$ cat src/design/h264_nal_rtp_fragmenter_unit_assert.svh
// Assertion macros shared by the fragmenter modules.
// Needs clk and rst_n in the scope where a macro is used.
`ifndef H264_NAL_RTP_FRAGMENTER_UNIT_ASSERT_SVH
`define H264_NAL_RTP_FRAGMENTER_UNIT_ASSERT_SVH

// Same-cycle implication, checked out of reset
`define H264FU_ASSERT_IMPLY(lbl, ante, cons) \
    lbl: assert property (@(posedge clk) disable iff (!rst_n) (ante) |-> (cons)) \
        else $error("h264fu: implication check failed");

// Next-cycle implication, checked out of reset
`define H264FU_ASSERT_NEXT(lbl, ante, cons) \
    lbl: assert property (@(posedge clk) disable iff (!rst_n) (ante) |=> (cons)) \
        else $error("h264fu: next-cycle check failed");

`endif

$ cat src/design/h264fu_pkg.sv
// Shared types, constants and byte helpers for the NAL to RTP fragmenter.
// No dependencies; every design module imports this package.
`default_nettype none

package h264fu_pkg;

    // Widths and defaults
    localparam int          LENGTH_BITS_DEFAULT = 16;
    localparam int          QUEUE_DEPTH_DEFAULT = 2;
    localparam int          LIMIT_W             = 12;
    localparam logic [11:0] LIMIT_RESET         = 12'd1388;
    localparam logic [11:0] LIMIT_MIN           = 12'd16;
    localparam logic [11:0] FILL_HDR            = 12'd2;

    // FU-A byte fields
    localparam logic [7:0] FU_A_TYPE = 8'h1C;
    localparam logic [7:0] FU_START  = 8'h80;
    localparam logic [7:0] FU_END    = 8'h40;
    localparam logic [7:0] TYPE_MASK = 8'h1F;
    localparam logic [7:0] NRI_MASK  = 8'hE0;

    // Phase of the unit being parsed
    typedef enum logic [1:0] {
        PH_SYNC = 2'd0,
        PH_HEAD = 2'd1,
        PH_BODY = 2'd2
    } phase_t;

    // One queued job: the 1 to 3 results caused by one input byte
    typedef struct packed {
        logic [1:0]      last_idx;
        logic [2:0][7:0] data;
        logic            first;
        logic            last;
        logic [31:0]     ts;
    } job_t;

    function automatic logic [7:0] fu_indicator(input logic [7:0] hdr);
        return (hdr & NRI_MASK) | FU_A_TYPE;
    endfunction

    function automatic logic [7:0] fu_header(input logic [7:0] hdr);
        return hdr & TYPE_MASK;
    endfunction

endpackage

`default_nettype wire

$ cat src/design/h264_nal_rtp_fragmenter_unit.sv
// Top level of the H.264 NAL unit to RTP payload fragmenter.
// Depends on h264fu_pkg, h264fu_front, h264fu_queue and h264fu_back.
//
// Feed one NAL unit per run of bytes, start code included, with the unit's
// total length and timestamp increment on every byte. Start code bytes and
// the marker byte after the zeros produce nothing; each later byte produces
// one payload byte, or three when it opens an FU-A fragment (indicator,
// FU header, data) and two for the NAL header of a fragmented unit. The
// front takes one input byte per cycle while its job queue (QUEUE_DEPTH
// entries) has room; the back sends one result per cycle while out_ready
// is high, so the sustained rate is one result per cycle on the output
// port while the receiver is ready. run_last marks the final result
// of each input byte. payload_limit may be written only while idle; values
// below 16 act as 16. No memory clearing pass runs after reset.
`default_nettype none

module h264_nal_rtp_fragmenter_unit #(
    parameter int LENGTH_BITS = h264fu_pkg::LENGTH_BITS_DEFAULT,
    parameter int QUEUE_DEPTH = h264fu_pkg::QUEUE_DEPTH_DEFAULT
) (
    input  logic                            clk,
    input  logic                            rst_n,
    input  logic                            in_valid,
    output logic                            in_ready,
    input  logic [7:0]                      nal_byte,
    input  logic [15:0]                     nal_length,
    input  logic [31:0]                     ts_increment,
    input  logic                            cfg_valid,
    output logic                            cfg_ready,
    input  logic [h264fu_pkg::LIMIT_W-1:0]  payload_limit,
    output logic                            out_valid,
    input  logic                            out_ready,
    output logic [7:0]                      pkt_byte,
    output logic                            pkt_first,
    output logic                            pkt_last,
    output logic [31:0]                     ts_step,
    output logic                            run_last
);
    import h264fu_pkg::*;

    logic push;
    logic push_ready;
    job_t push_job;
    logic pop;
    logic pop_valid;
    job_t pop_job;

    h264fu_front #(
        .LENGTH_BITS (LENGTH_BITS)
    ) u_front (
        .clk           (clk),
        .rst_n         (rst_n),
        .in_valid      (in_valid),
        .in_ready      (in_ready),
        .nal_byte      (nal_byte),
        .nal_length    (nal_length),
        .ts_increment  (ts_increment),
        .cfg_valid     (cfg_valid),
        .cfg_ready     (cfg_ready),
        .payload_limit (payload_limit),
        .q_ready       (push_ready),
        .q_push        (push),
        .q_job         (push_job)
    );

    h264fu_queue #(
        .DEPTH (QUEUE_DEPTH)
    ) u_queue (
        .clk        (clk),
        .rst_n      (rst_n),
        .push       (push),
        .push_job   (push_job),
        .push_ready (push_ready),
        .pop        (pop),
        .pop_valid  (pop_valid),
        .pop_job    (pop_job)
    );

    h264fu_back u_back (
        .clk       (clk),
        .rst_n     (rst_n),
        .q_valid   (pop_valid),
        .q_job     (pop_job),
        .q_pop     (pop),
        .out_valid (out_valid),
        .out_ready (out_ready),
        .pkt_byte  (pkt_byte),
        .pkt_first (pkt_first),
        .pkt_last  (pkt_last),
        .ts_step   (ts_step),
        .run_last  (run_last)
    );

endmodule

`default_nettype wire

$ cat src/design/h264fu_queue.sv
// Short job queue between the classifying front and the emitting back.
// Depends on h264fu_pkg (job_t). DEPTH must be a power of two.
`default_nettype none

module h264fu_queue #(
    parameter int DEPTH = h264fu_pkg::QUEUE_DEPTH_DEFAULT
) (
    input  logic               clk,
    input  logic               rst_n,
    input  logic               push,
    input  h264fu_pkg::job_t   push_job,
    output logic               push_ready,
    input  logic               pop,
    output logic               pop_valid,
    output h264fu_pkg::job_t   pop_job
);
    import h264fu_pkg::*;

    localparam int PTR_W = (DEPTH > 1) ? $clog2(DEPTH) : 1;
    localparam int CNT_W = $clog2(DEPTH + 1);

    job_t             mem [DEPTH];
    logic [PTR_W-1:0] wr_ptr_reg, wr_ptr_next;
    logic [PTR_W-1:0] rd_ptr_reg, rd_ptr_next;
    logic [CNT_W-1:0] count_reg,  count_next;
    logic             push_ok, pop_ok;

    assign push_ready = count_reg != CNT_W'(DEPTH);
    assign pop_valid  = count_reg != '0;
    assign push_ok    = push && push_ready;
    assign pop_ok     = pop && pop_valid;
    assign pop_job    = mem[rd_ptr_reg];

    // Pointer and fill bookkeeping
    always_comb
    begin
        wr_ptr_next = push_ok ? wr_ptr_reg + PTR_W'(1) : wr_ptr_reg;
        rd_ptr_next = pop_ok  ? rd_ptr_reg + PTR_W'(1) : rd_ptr_reg;
        count_next  = count_reg;
        if (push_ok && !pop_ok)
        begin
            count_next = count_reg + CNT_W'(1);
        end
        else if (pop_ok && !push_ok)
        begin
            count_next = count_reg - CNT_W'(1);
        end
    end

    always_ff @(posedge clk or negedge rst_n)
    begin
        if (!rst_n)
        begin
            wr_ptr_reg <= '0;
            rd_ptr_reg <= '0;
            count_reg  <= '0;
        end
        else
        begin
            wr_ptr_reg <= wr_ptr_next;
            rd_ptr_reg <= rd_ptr_next;
            count_reg  <= count_next;
        end
    end

    // Job storage
    always_ff @(posedge clk)
    begin
        if (push_ok)
        begin
            mem[wr_ptr_reg] <= push_job;
        end
    end

    `include "h264_nal_rtp_fragmenter_unit_assert.svh"

    // simultaneous push and pop leaves the fill unchanged
    `H264FU_ASSERT_NEXT(a_queue_pass_through, push_ok && pop_ok, $stable(count_reg))

endmodule

`default_nettype wire

$ cat src/design/h264fu_front.sv
// Front end: takes input bytes, strips the start code, decides single packet
// or FU-A fragments; queues one job per later byte. Depends on h264fu_pkg.
`default_nettype none

module h264fu_front #(
    parameter int LENGTH_BITS = h264fu_pkg::LENGTH_BITS_DEFAULT
) (
    input  logic                            clk,
    input  logic                            rst_n,
    input  logic                            in_valid,
    output logic                            in_ready,
    input  logic [7:0]                      nal_byte,
    input  logic [15:0]                     nal_length,
    input  logic [31:0]                     ts_increment,
    input  logic                            cfg_valid,
    output logic                            cfg_ready,
    input  logic [h264fu_pkg::LIMIT_W-1:0]  payload_limit,
    input  logic                            q_ready,
    output logic                            q_push,
    output h264fu_pkg::job_t                q_job
);
    import h264fu_pkg::*;

    localparam int LB = LENGTH_BITS;

    logic [LIMIT_W-1:0] limit_reg;
    phase_t             phase_reg,  phase_next;
    logic [LB-1:0]      taken_reg,  taken_next;
    logic [LB-1:0]      left_reg,   left_next;
    logic [11:0]        fill_reg,   fill_next;
    logic [7:0]         header_reg, header_next;
    logic               frag_reg,   frag_next;
    logic [31:0]        held_reg,   held_next;

    logic               accept;
    logic [11:0]        lim;
    logic [LB-1:0]      lim_ext;
    logic [LB-1:0]      len;
    logic [LB-1:0]      taken_inc;
    logic [LB-1:0]      left_new;
    logic               start_unit;
    logic               last_byte;
    logic               opening;
    logic [11:0]        fill_e;
    logic [11:0]        fill_inc;
    logic               fin;

    assign in_ready  = q_ready;
    assign cfg_ready = 1'b1;
    assign accept    = in_valid && in_ready;

    // Effective limit and length
    assign lim     = (limit_reg < LIMIT_MIN) ? LIMIT_MIN : limit_reg;
    assign lim_ext = LB'(lim);
    assign len     = LB'(nal_length);

    // Start code tracking
    assign taken_inc  = taken_reg + LB'(1);
    assign left_new   = len - taken_inc;
    assign start_unit = (nal_byte != 8'd0) && (taken_inc < len);
    assign last_byte  = left_reg == LB'(1);

    // Fragment fill tracking
    assign opening  = fill_reg >= lim;
    assign fill_e   = opening ? FILL_HDR : fill_reg;
    assign fill_inc = fill_e + 12'd1;
    assign fin      = ((LB+1)'(left_reg) + (LB+1)'(fill_e)) <= (LB+1)'(lim);

    // Phase next state
    always_comb
    begin
        phase_next = phase_reg;
        if (accept)
        begin
            unique case (phase_reg)
                PH_HEAD,
                PH_BODY: phase_next = last_byte ? PH_SYNC : PH_BODY;
                default: phase_next = start_unit ? PH_HEAD : PH_SYNC;
            endcase
        end
    end

    // Counters and job build
    always_comb
    begin
        taken_next  = taken_reg;
        left_next   = left_reg;
        fill_next   = fill_reg;
        header_next = header_reg;
        frag_next   = frag_reg;
        held_next   = held_reg;
        q_push      = 1'b0;
        q_job       = '0;
        if (accept)
        begin
            unique case (phase_reg)
                PH_HEAD:
                begin
                    q_push = 1'b1;
                    if (!frag_reg)
                    begin
                        q_job.data[0] = nal_byte;
                        q_job.first   = 1'b1;
                        q_job.last    = last_byte;
                        q_job.ts      = held_reg;
                    end
                    else
                    begin
                        header_next    = nal_byte;
                        q_job.last_idx = 2'd1;
                        q_job.data[0]  = fu_indicator(nal_byte);
                        q_job.data[1]  = fu_header(nal_byte) | FU_START;
                        q_job.first    = 1'b1;
                        fill_next      = FILL_HDR;
                    end
                    left_next = left_reg - LB'(1);
                end
                PH_BODY:
                begin
                    q_push = 1'b1;
                    if (!frag_reg)
                    begin
                        q_job.data[0] = nal_byte;
                        q_job.last    = last_byte;
                        q_job.ts      = held_reg;
                    end
                    else
                    begin
                        if (opening)
                        begin
                            q_job.last_idx = 2'd2;
                            q_job.data[0]  = fu_indicator(header_reg);
                            q_job.data[1]  = fu_header(header_reg) | (fin ? FU_END : 8'h00);
                            q_job.data[2]  = nal_byte;
                        end
                        else
                        begin
                            q_job.data[0] = nal_byte;
                        end
                        q_job.first = opening;
                        q_job.last  = last_byte || (fill_inc >= lim);
                        q_job.ts    = fin ? held_reg : 32'd0;
                        fill_next   = fill_inc;
                    end
                    left_next = left_reg - LB'(1);
                end
                default:
                begin
                    taken_next = taken_inc;
                    if (start_unit)
                    begin
                        left_next = left_new;
                        frag_next = left_new > lim_ext;
                        held_next = ts_increment;
                        fill_next = '0;
                    end
                    else if (taken_inc >= len)
                    begin
                        taken_next = '0;
                        left_next  = '0;
                        fill_next  = '0;
                        frag_next  = 1'b0;
                    end
                end
            endcase
            // unit over after its last stripped byte
            if ((phase_reg == PH_HEAD || phase_reg == PH_BODY) && last_byte)
            begin
                taken_next = '0;
                left_next  = '0;
                fill_next  = '0;
                frag_next  = 1'b0;
            end
        end
    end

    always_ff @(posedge clk or negedge rst_n)
    begin
        if (!rst_n)
        begin
            limit_reg  <= LIMIT_RESET;
            phase_reg  <= PH_SYNC;
            taken_reg  <= '0;
            left_reg   <= '0;
            fill_reg   <= '0;
            header_reg <= '0;
            frag_reg   <= 1'b0;
            held_reg   <= '0;
        end
        else
        begin
            if (cfg_valid && cfg_ready)
            begin
                limit_reg <= payload_limit;
            end
            phase_reg  <= phase_next;
            taken_reg  <= taken_next;
            left_reg   <= left_next;
            fill_reg   <= fill_next;
            header_reg <= header_next;
            frag_reg   <= frag_next;
            held_reg   <= held_next;
        end
    end

    `include "h264_nal_rtp_fragmenter_unit_assert.svh"

    // fragmenting only ever set while a unit is open
    `H264FU_ASSERT_IMPLY(a_sync_not_frag, phase_reg == PH_SYNC, !frag_reg)
    // a unit in header phase always has bytes left
    `H264FU_ASSERT_IMPLY(a_head_has_left, phase_reg == PH_HEAD, left_reg != '0)

endmodule

`default_nettype wire

$ cat src/design/h264fu_back.sv
// Back end: walks the queued job at the head and sends its results one
// per transfer on the output channel. Depends on h264fu_pkg (job_t).
`default_nettype none

module h264fu_back (
    input  logic              clk,
    input  logic              rst_n,
    input  logic              q_valid,
    input  h264fu_pkg::job_t  q_job,
    output logic              q_pop,
    output logic              out_valid,
    input  logic              out_ready,
    output logic [7:0]        pkt_byte,
    output logic              pkt_first,
    output logic              pkt_last,
    output logic [31:0]       ts_step,
    output logic              run_last
);
    import h264fu_pkg::*;

    logic [1:0] idx_reg, idx_next;
    logic       at_end;
    logic       xfer;

    assign out_valid = q_valid;
    assign xfer      = out_valid && out_ready;
    assign at_end    = idx_reg == q_job.last_idx;
    assign q_pop     = xfer && at_end;

    // Result fields for the current position in the job
    assign pkt_byte  = q_job.data[idx_reg];
    assign pkt_first = q_job.first && (idx_reg == 2'd0);
    assign pkt_last  = q_job.last && at_end;
    assign ts_step   = q_job.ts;
    assign run_last  = at_end;

    // Position within the job
    always_comb
    begin
        idx_next = idx_reg;
        if (xfer)
        begin
            idx_next = at_end ? 2'd0 : idx_reg + 2'd1;
        end
    end

    always_ff @(posedge clk or negedge rst_n)
    begin
        if (!rst_n)
        begin
            idx_reg <= 2'd0;
        end
        else
        begin
            idx_reg <= idx_next;
        end
    end

    `include "h264_nal_rtp_fragmenter_unit_assert.svh"

    // position never runs past the job's last result
    `H264FU_ASSERT_IMPLY(a_idx_in_job, out_valid, idx_reg <= q_job.last_idx)
    // a job cut short by a transfer still has results pending next cycle
    `H264FU_ASSERT_NEXT(a_job_continues, xfer && !run_last, out_valid && idx_reg != 2'd0)

endmodule

`default_nettype wire

$ cat config.mk
export PLATFORM = sky130hd
export DESIGN_NAME = h264_nal_rtp_fragmenter_unit
export DESIGN_NICKNAME = d
export VERILOG_FILES = /design/src/design/h264fu_pkg.sv /design/src/design/h264_nal_rtp_fragmenter_unit.sv /design/src/design/h264fu_queue.sv /design/src/design/h264fu_front.sv /design/src/design/h264fu_back.sv
export VERILOG_INCLUDE_DIRS = /design/src /design/src/design
export SDC_FILE = /design/constraint.sdc
export NUM_CORES = 1
export LEC_CHECK = 0
export ABC_AREA = 1
export BUFFER_PORTS_ARGS = -buffer_cell sky130_fd_sc_hd__buf_4
export CAP_MARGIN = 30
export CORE_MARGIN = 2
export CORE_UTILIZATION = 50
export DETAILED_ROUTE_END_ITERATION = 10
export PLACE_DENSITY = 0.73
export SLEW_MARGIN = 20
export SYNTH_ARGS = -nofsm -noshare
export SYNTH_HDL_FRONTEND = slang
export SYNTH_HIERARCHICAL = 1
export SYNTH_SLANG_ARGS = --single-unit
export TNS_END_PERCENT = 30
$ cat constraint.sdc
create_clock -name clk -period 10.3 [get_ports clk]
set_clock_uncertainty 0.15 [all_clocks]
set_input_delay 0.515 -clock clk [delete_from_list [all_inputs] [get_ports clk]]
set_output_delay 0.515 -clock clk [all_outputs]
set_load 0.1 [all_outputs]
# [Word-level counts from Yosys, hierarchy flattened]
# Memory sizes are Yosys's and may differ from the RTL's.
# Index checks and enable logic that the tools add are counted.
[op_classes] n_reduce_logical=29 n_eq_ne=8 n_addsub=10 bitwise=2 magnitude_cmp=8 n_mux=48
[op_table] operator="16-bit two-way mux" n=8
[op_table] operator="50-bit case mux with 2 select lines" n=1
[op_table] operator="12-bit two-way mux" n=7
[op_table] operator="33-bit two-way mux" n=2
[op_table] operator="60-bit two-way mux" n=1
[op_table] operator="8-bit two-way mux" n=5
[op_table] operator="18-bit two-way mux" n=2
[op_table] operator="32-bit two-way mux" n=1
[op_table] operator="12-bit greater-or-equal comparator" n=2
[op_table] operator="12-bit case mux with 2 select lines" n=1
[op_table] operator="16-bit by 12-bit adder with 17-bit output" n=1
[op_table] operator="17-bit by 12-bit less-or-equal comparator with 1-bit output" n=1
[op_table] operator="16-bit by 1-bit adder with 16-bit output, second input constant" n=1
[op_table] operator="8-bit binary-select mux with 2-bit select" n=1
[op_table] operator="16-bit by 1-bit == test with 1-bit output, second input constant" n=1
[op_table] operator="16-bit greater-or-equal comparator" n=1
[op_table] operator="16-bit by 12-bit greater-than comparator with 1-bit output" n=1
[op_table] operator="16-bit < comparator" n=1
[op_table] operator="16-bit by 1-bit subtractor with 16-bit output, second input constant" n=1
[op_table] operator="16-bit subtractor" n=1
[op_table] operator="12-bit by 1-bit adder with 12-bit output, second input constant" n=1
[op_table] operator="12-bit by 5-bit < comparator with 1-bit output, second input constant" n=1
[op_table] operator="1-bit logical AND" n=11
[op_table] operator="1-bit two-way mux" n=11
[op_table] operator="other kinds (28)" n=41
[totals] output_inout_bits=46 wordCells=118 memories=1 in_bits=73 mem_bits_rw=120 regBits=105
[memory_table] memory="u_queue.mem" depth=2 width=60 read_ports=1 rd_clocked_by_memory_dff=0 wr=1 line_no="h264fu_queue.sv:22" source="job_t mem [DEPTH];"

# [Logic depth before layout (Yosys ltp)]
[logic_depth] word_depth=12 depth_mapped=39 ltp_nobuf=38

# [By module]
# Netlist, hierarchy kept.
[by_module_without_submodules] module="h264fu_front" seq_area_each_um2=2484.9 instances=1 cells_per_inst=1219 area_each_um2=8438.1
[by_module_without_submodules] module="h264fu_queue" seq_area_each_um2=3703.6 instances=1 cells_per_inst=342 area_each_um2=4700.8
[by_module_without_submodules] module="h264fu_back" seq_area_each_um2=50.0 instances=1 cells_per_inst=98 area_each_um2=599.3

# [Least setup slack after synthesis]
# OpenSTA, ideal clock, no wires.
[synth_path] path_type="register -> register" start="reg u_front.limit_reg[6]" end="mem u_queue/mem[0][12] (netlist name), data pin" path_slack_ns=5.591 setup_time_ns=0.254 path_stages_with_launch=37 required_time_ns=9.896 period_less_slack_ns=4.709 t_arrival_ns=4.305 path_buffers=2 path_cell_list="dfstp_2 > nor4_1 > nand2_1 > inv_1 > nor2_1 > ha_1 > nand2_1 > nor2_1 > nand2_1 > a21oi_1 > nor2_4 > nand2_4 > buf_2 > nor2_1 > ha_1 > fa_1 > nand3_1 > nand2_1 > xnor2_1 > inv_1 > ha_1 > nand2_1 > nor2_1 > nand2_1 > nand3_1 > nand2_1 > nand2_1 > nand2_1 > nand2_1 > nand2_1 > nand2_1 > nand2_1 > nand3_1 > nand2_1 > nand2_2 > buf_6 > nor2_2"
[synth_rtl] element="start: declaration" line_no="h264fu_front.sv:26" source="logic [LIMIT_W-1:0] limit_reg;"
[synth_rtl] element="start signal: assignment" line_no="h264fu_front.sv:194" source="limit_reg <= payload_limit;"
[synth_rtl] element="end: declaration" line_no="h264fu_queue.sv:22"

==> flow_metrics.py <==
metrics = {
    "timing": {
        "hold_viol_final": 0,
        "fmax_mhz": 178,
        "fin_crit_sh_pct": 54.5,
        "fin_crit_ns": 5.62,
        "setup_tns_ns": 0,
        "worstMarginPinSlew_ns": 0.894,
        "rsz0062_at_grt": "no",
        "setup_viol": 0,
        "setup_ws_ns": 4.68,
        "drv_slew": 0,
        "slew-limit-headroom_pct": 40.1,
    },
    "pwr": {
        "finalPower_w": 0.00464,
        "seq_power_share_pct": 29.6,
        "p_leak_nw": 7.34,
        "power_density_nw_per_um2": 302,
        "power_frac_comb_pct": 51.5,
        "power.share.clock_pct": 18.9,
        "internal_power_w": 0.00236,
        "max-vdd-ir-drop_v": 0.000226,
        "swShare_pct": 49.2,
        "switchingPower_w": 0.00228,
    },
    "cells_and_area": {
        "final_common_cell": "nand2_1",
        "largest_reg_flops": 120,
        "area_growth_pct": 11.8,
        "insertedDiodeCount": 0,
        "multi_input_area_um2": 6270,
        "drive_above_1_share_pct": 15.0,
        "seqCellArea_um2": 6240,
        "nets": 1892,
        "fillCellCount": 2426,
        "fin_cells": 2092,
        "layout_common_cells": "553 x nand2_1, 152 x inv_1, 125 x buf_4, 120 x edfxtp_1, 104 x nand3_1",
    },
    "die": {
        "die_h_um": 170,
        "ios": 119,
        "fp-row-count": 60,
        "die_x_um": 170,
        "start_util_pct": 51.0,
        "core_um2": 27000,
        "dieArea_um2": 28800,
    },
    "worst_setup_path": {
        "reg2reg_slack_ns": 4.68,
        "cp_data_required_time_ns": 10.43,
        "critPathLaunch": "u_front/limit_reg[6]",
        "reg2reg_from": "u_front/limit_reg[6]",
        "path_delay_family": "simple AND/OR/NAND/NOR gates",
        "cp_slowest_cell": "dfstp_2",
        "cp_max_fo": 18,
        "critPathCapture": "u_queue/mem[1][1]",
        "max_stage_delay_ns": 0.52,
        "cp_common_cell": "nand2_1",
        "critPathCaptureType": "flip-flop",
        "crit_arrival_ns": 5.75,
        "timing.rr.end": "u_queue/mem[1][1]",
        "cp-start-kind": "flip-flop",
        "cp_num_cells": 30,
        "path_class": "reg2reg",
        "rr_worst_depth": 30,
        "worst-path-buf-inv": 3,
    },
    "routing": {
        "drtIter0Drc": 848,
        "drc": 0,
        "firstDrtPassIters": 7,
        "num_vias": 11000,
        "wl_per_cell_um": 15.6,
        "vias_per_cell": 5.27,
        "postRouteAntennaNets": 0,
        "drt_wl_total_mm": 32.6,
    },
    "global_routing": {
        "grt_pass1_vias": 10600,
        "antenna_found_initial": 1,
        "grt_first_pass_wirelength_mm": 52.4,
        "grt_max_degree": 68,
        "grt_overflow": 0,
        "globalRouteTotalUtil_pct": 22.7,
    },
    "status": {
        "status": "complete, no violations",
    },
    "logic_synthesis": {
        "yosysWarnings": 6,
        "ys_async_sr_fraction_pct": 46.7,
        "synth.area.top_cells": "edfxtp_1 26%, dfrtp_1 18%, nand2_1 15%, ha_1 7.7%, inv_1 4.2%",
        "yosys.area.top_type_share_pct": 26.2,
        "synth_edf_count": 120,
        "syn_inst": 1659,
        "synth_seq_cells": 225,
        "synth_area_per_cell_um2": 8.28,
        "synth_seq_area_share_pct": 45.4,
        "ys_types": 53,
        "synth_nets": 1819,
        "synth-main-ff-cell": "edfxtp_1",
        "synth_top_area_cell": "edfxtp_1",
        "syn_area_um2": 13700,
    },
    "clock_network": {
        "cts_tree": "done",
        "insertion_delay_ns": 0.54,
        "root_buffer": "clkbuf_16",
        "clk_pin_slew_ns": 0.06,
        "cts.sinks": 225,
        "ctsResizeCount": 0,
        "numCtsBuffers": 25,
        "ctsLongestPathBuffers": 3,
        "cts_max_level": 1,
    },
    "placement": {
        "dp.cells": 2043,
        "place_ws_ns": 4.76,
        "io_buffers": 117,
        "place.gp.congestion": 0.942,
        "dp_hpwl_mm": 23.3,
    },
    "min_path": {
        "holdCritPathClass": "in2reg",
    },
    "flow_run": {
        "maxCapViolations": 0,
    },
}
-- how the worst min path moves through the flow --
stage / from / endpoint / slack (ns) / cells after the start
floorplan: rst_n / u_back/idx_reg[0] / 0.07 / 0
global placement: u_front/held_reg[27] / u_front/held_reg[27] / 0.30 / 2
finish: payload_limit[9] / u_front/limit_reg[9] / 0.04 / 3
CTS: payload_limit[9] / u_front/limit_reg[9] / 0.01 / 3
global route: payload_limit[7] / u_front/limit_reg[7] / 0.04 / 3
detailed placement: u_front/held_reg[6] / u_front/held_reg[6] / 0.31 / 2
-- cell families (layout without fill, tap and decap cells) --
group,after synthesis,in the layout,share of synthesized area [%]
AO/OA/AOI/OAI,181,181,7.29
XOR/XNOR,39,39,2.49
adder cells (fa/ha/maj),87,87,8.03
buffers and inverters,245,337,9.09
flip-flops,225,225,45.4
multiplexers,4,4,0.328
other,2,2,0.0547
AND/OR/NAND/NOR,876,876,27.3
-- per-layer routing --
layer	vias up	part of all wire [%]	global-route usage [%]	routed length, µm
met2	340	47	38.9	15400
li1	5536	-	-	-
met1	5073	44	29.9	14300
met5	-	0.040	0	13
met3	66	6.1	3.33	1990
met4	2	2.6	6.61	838
-- through the flow --
step / hold slack [ns] / cell area (µm²) / utilization, %
global route: 0.0391 / 15400 / 57.0
finish: 0.0386 / 15400 / 57.0
global placement: 0.303 / 14500 / 53.8
CTS: 0.0149 / 15300 / 56.9
floorplan: 0.0694 / 13700 / -
detailed placement: 0.309 / 14500 / 53.9
-- worst min-delay path, delay by kind of cell --
| kind | cells | cell delay [ns] |
|---|---|---|
| compound gates | 1 | 0.06 |
| simple gates | 1 | 0.04 |
| buf+inv | 1 | 0.08 |
-- synth_stat cells, types with 3 or more instances --
library cell,instances
xor2_1,30
buf_6,13
dfstp_2,6
nand4_1,17
nand3_1,104
nor2_2,31
nand2_2,30
and2_1,5
inv_2,7
xnor2_1,9
o22ai_1,24
mux2_2,4
nor2_4,3
nor3_1,12
a21oi_1,54
a21o_1,5
nand2_1,553
buf_2,5
o21ai_0,63
o31ai_1,3
buf_4,49
nor2_1,103
o21ai_1,16
clkbuf_1,12
o211ai_1,3
inv_1,152
nor4_1,5
dfrtp_1,99
ha_1,85
edfxtp_1,120
-- what timing repair did --
item                                   in CTS  in global routing
hold buffers                                1                  0
buffers inserted                            0                  0
endpoints found under the hold margin      38                  0
-- power groups by stage --
stage | Sequential (W) | Combinational, W | Clock [W]
after global routing | 0.00140 | 0.00262 | 0.000934
after detailed placement | 0.00139 | 0.00238 | 0
after global placement | 0.00138 | 0.00232 | 0
after floorplan | 0.00134 | 0.00200 | 0
final | 0.00137 | 0.00239 | 0.000877
after CTS | 0.00137 | 0.00239 | 0.000898
-- area by class of cell --
class,instances,area share [%]
inverter,163,4.04
clock inverter,12,0.855
sequential,225,40.6
clock buffer,34,4.42
timing repair buffer,128,6.48
tap,341,2.78
multi-input combinational,1189,40.8
No activity file was read; power rests on OpenSTA's default activity.
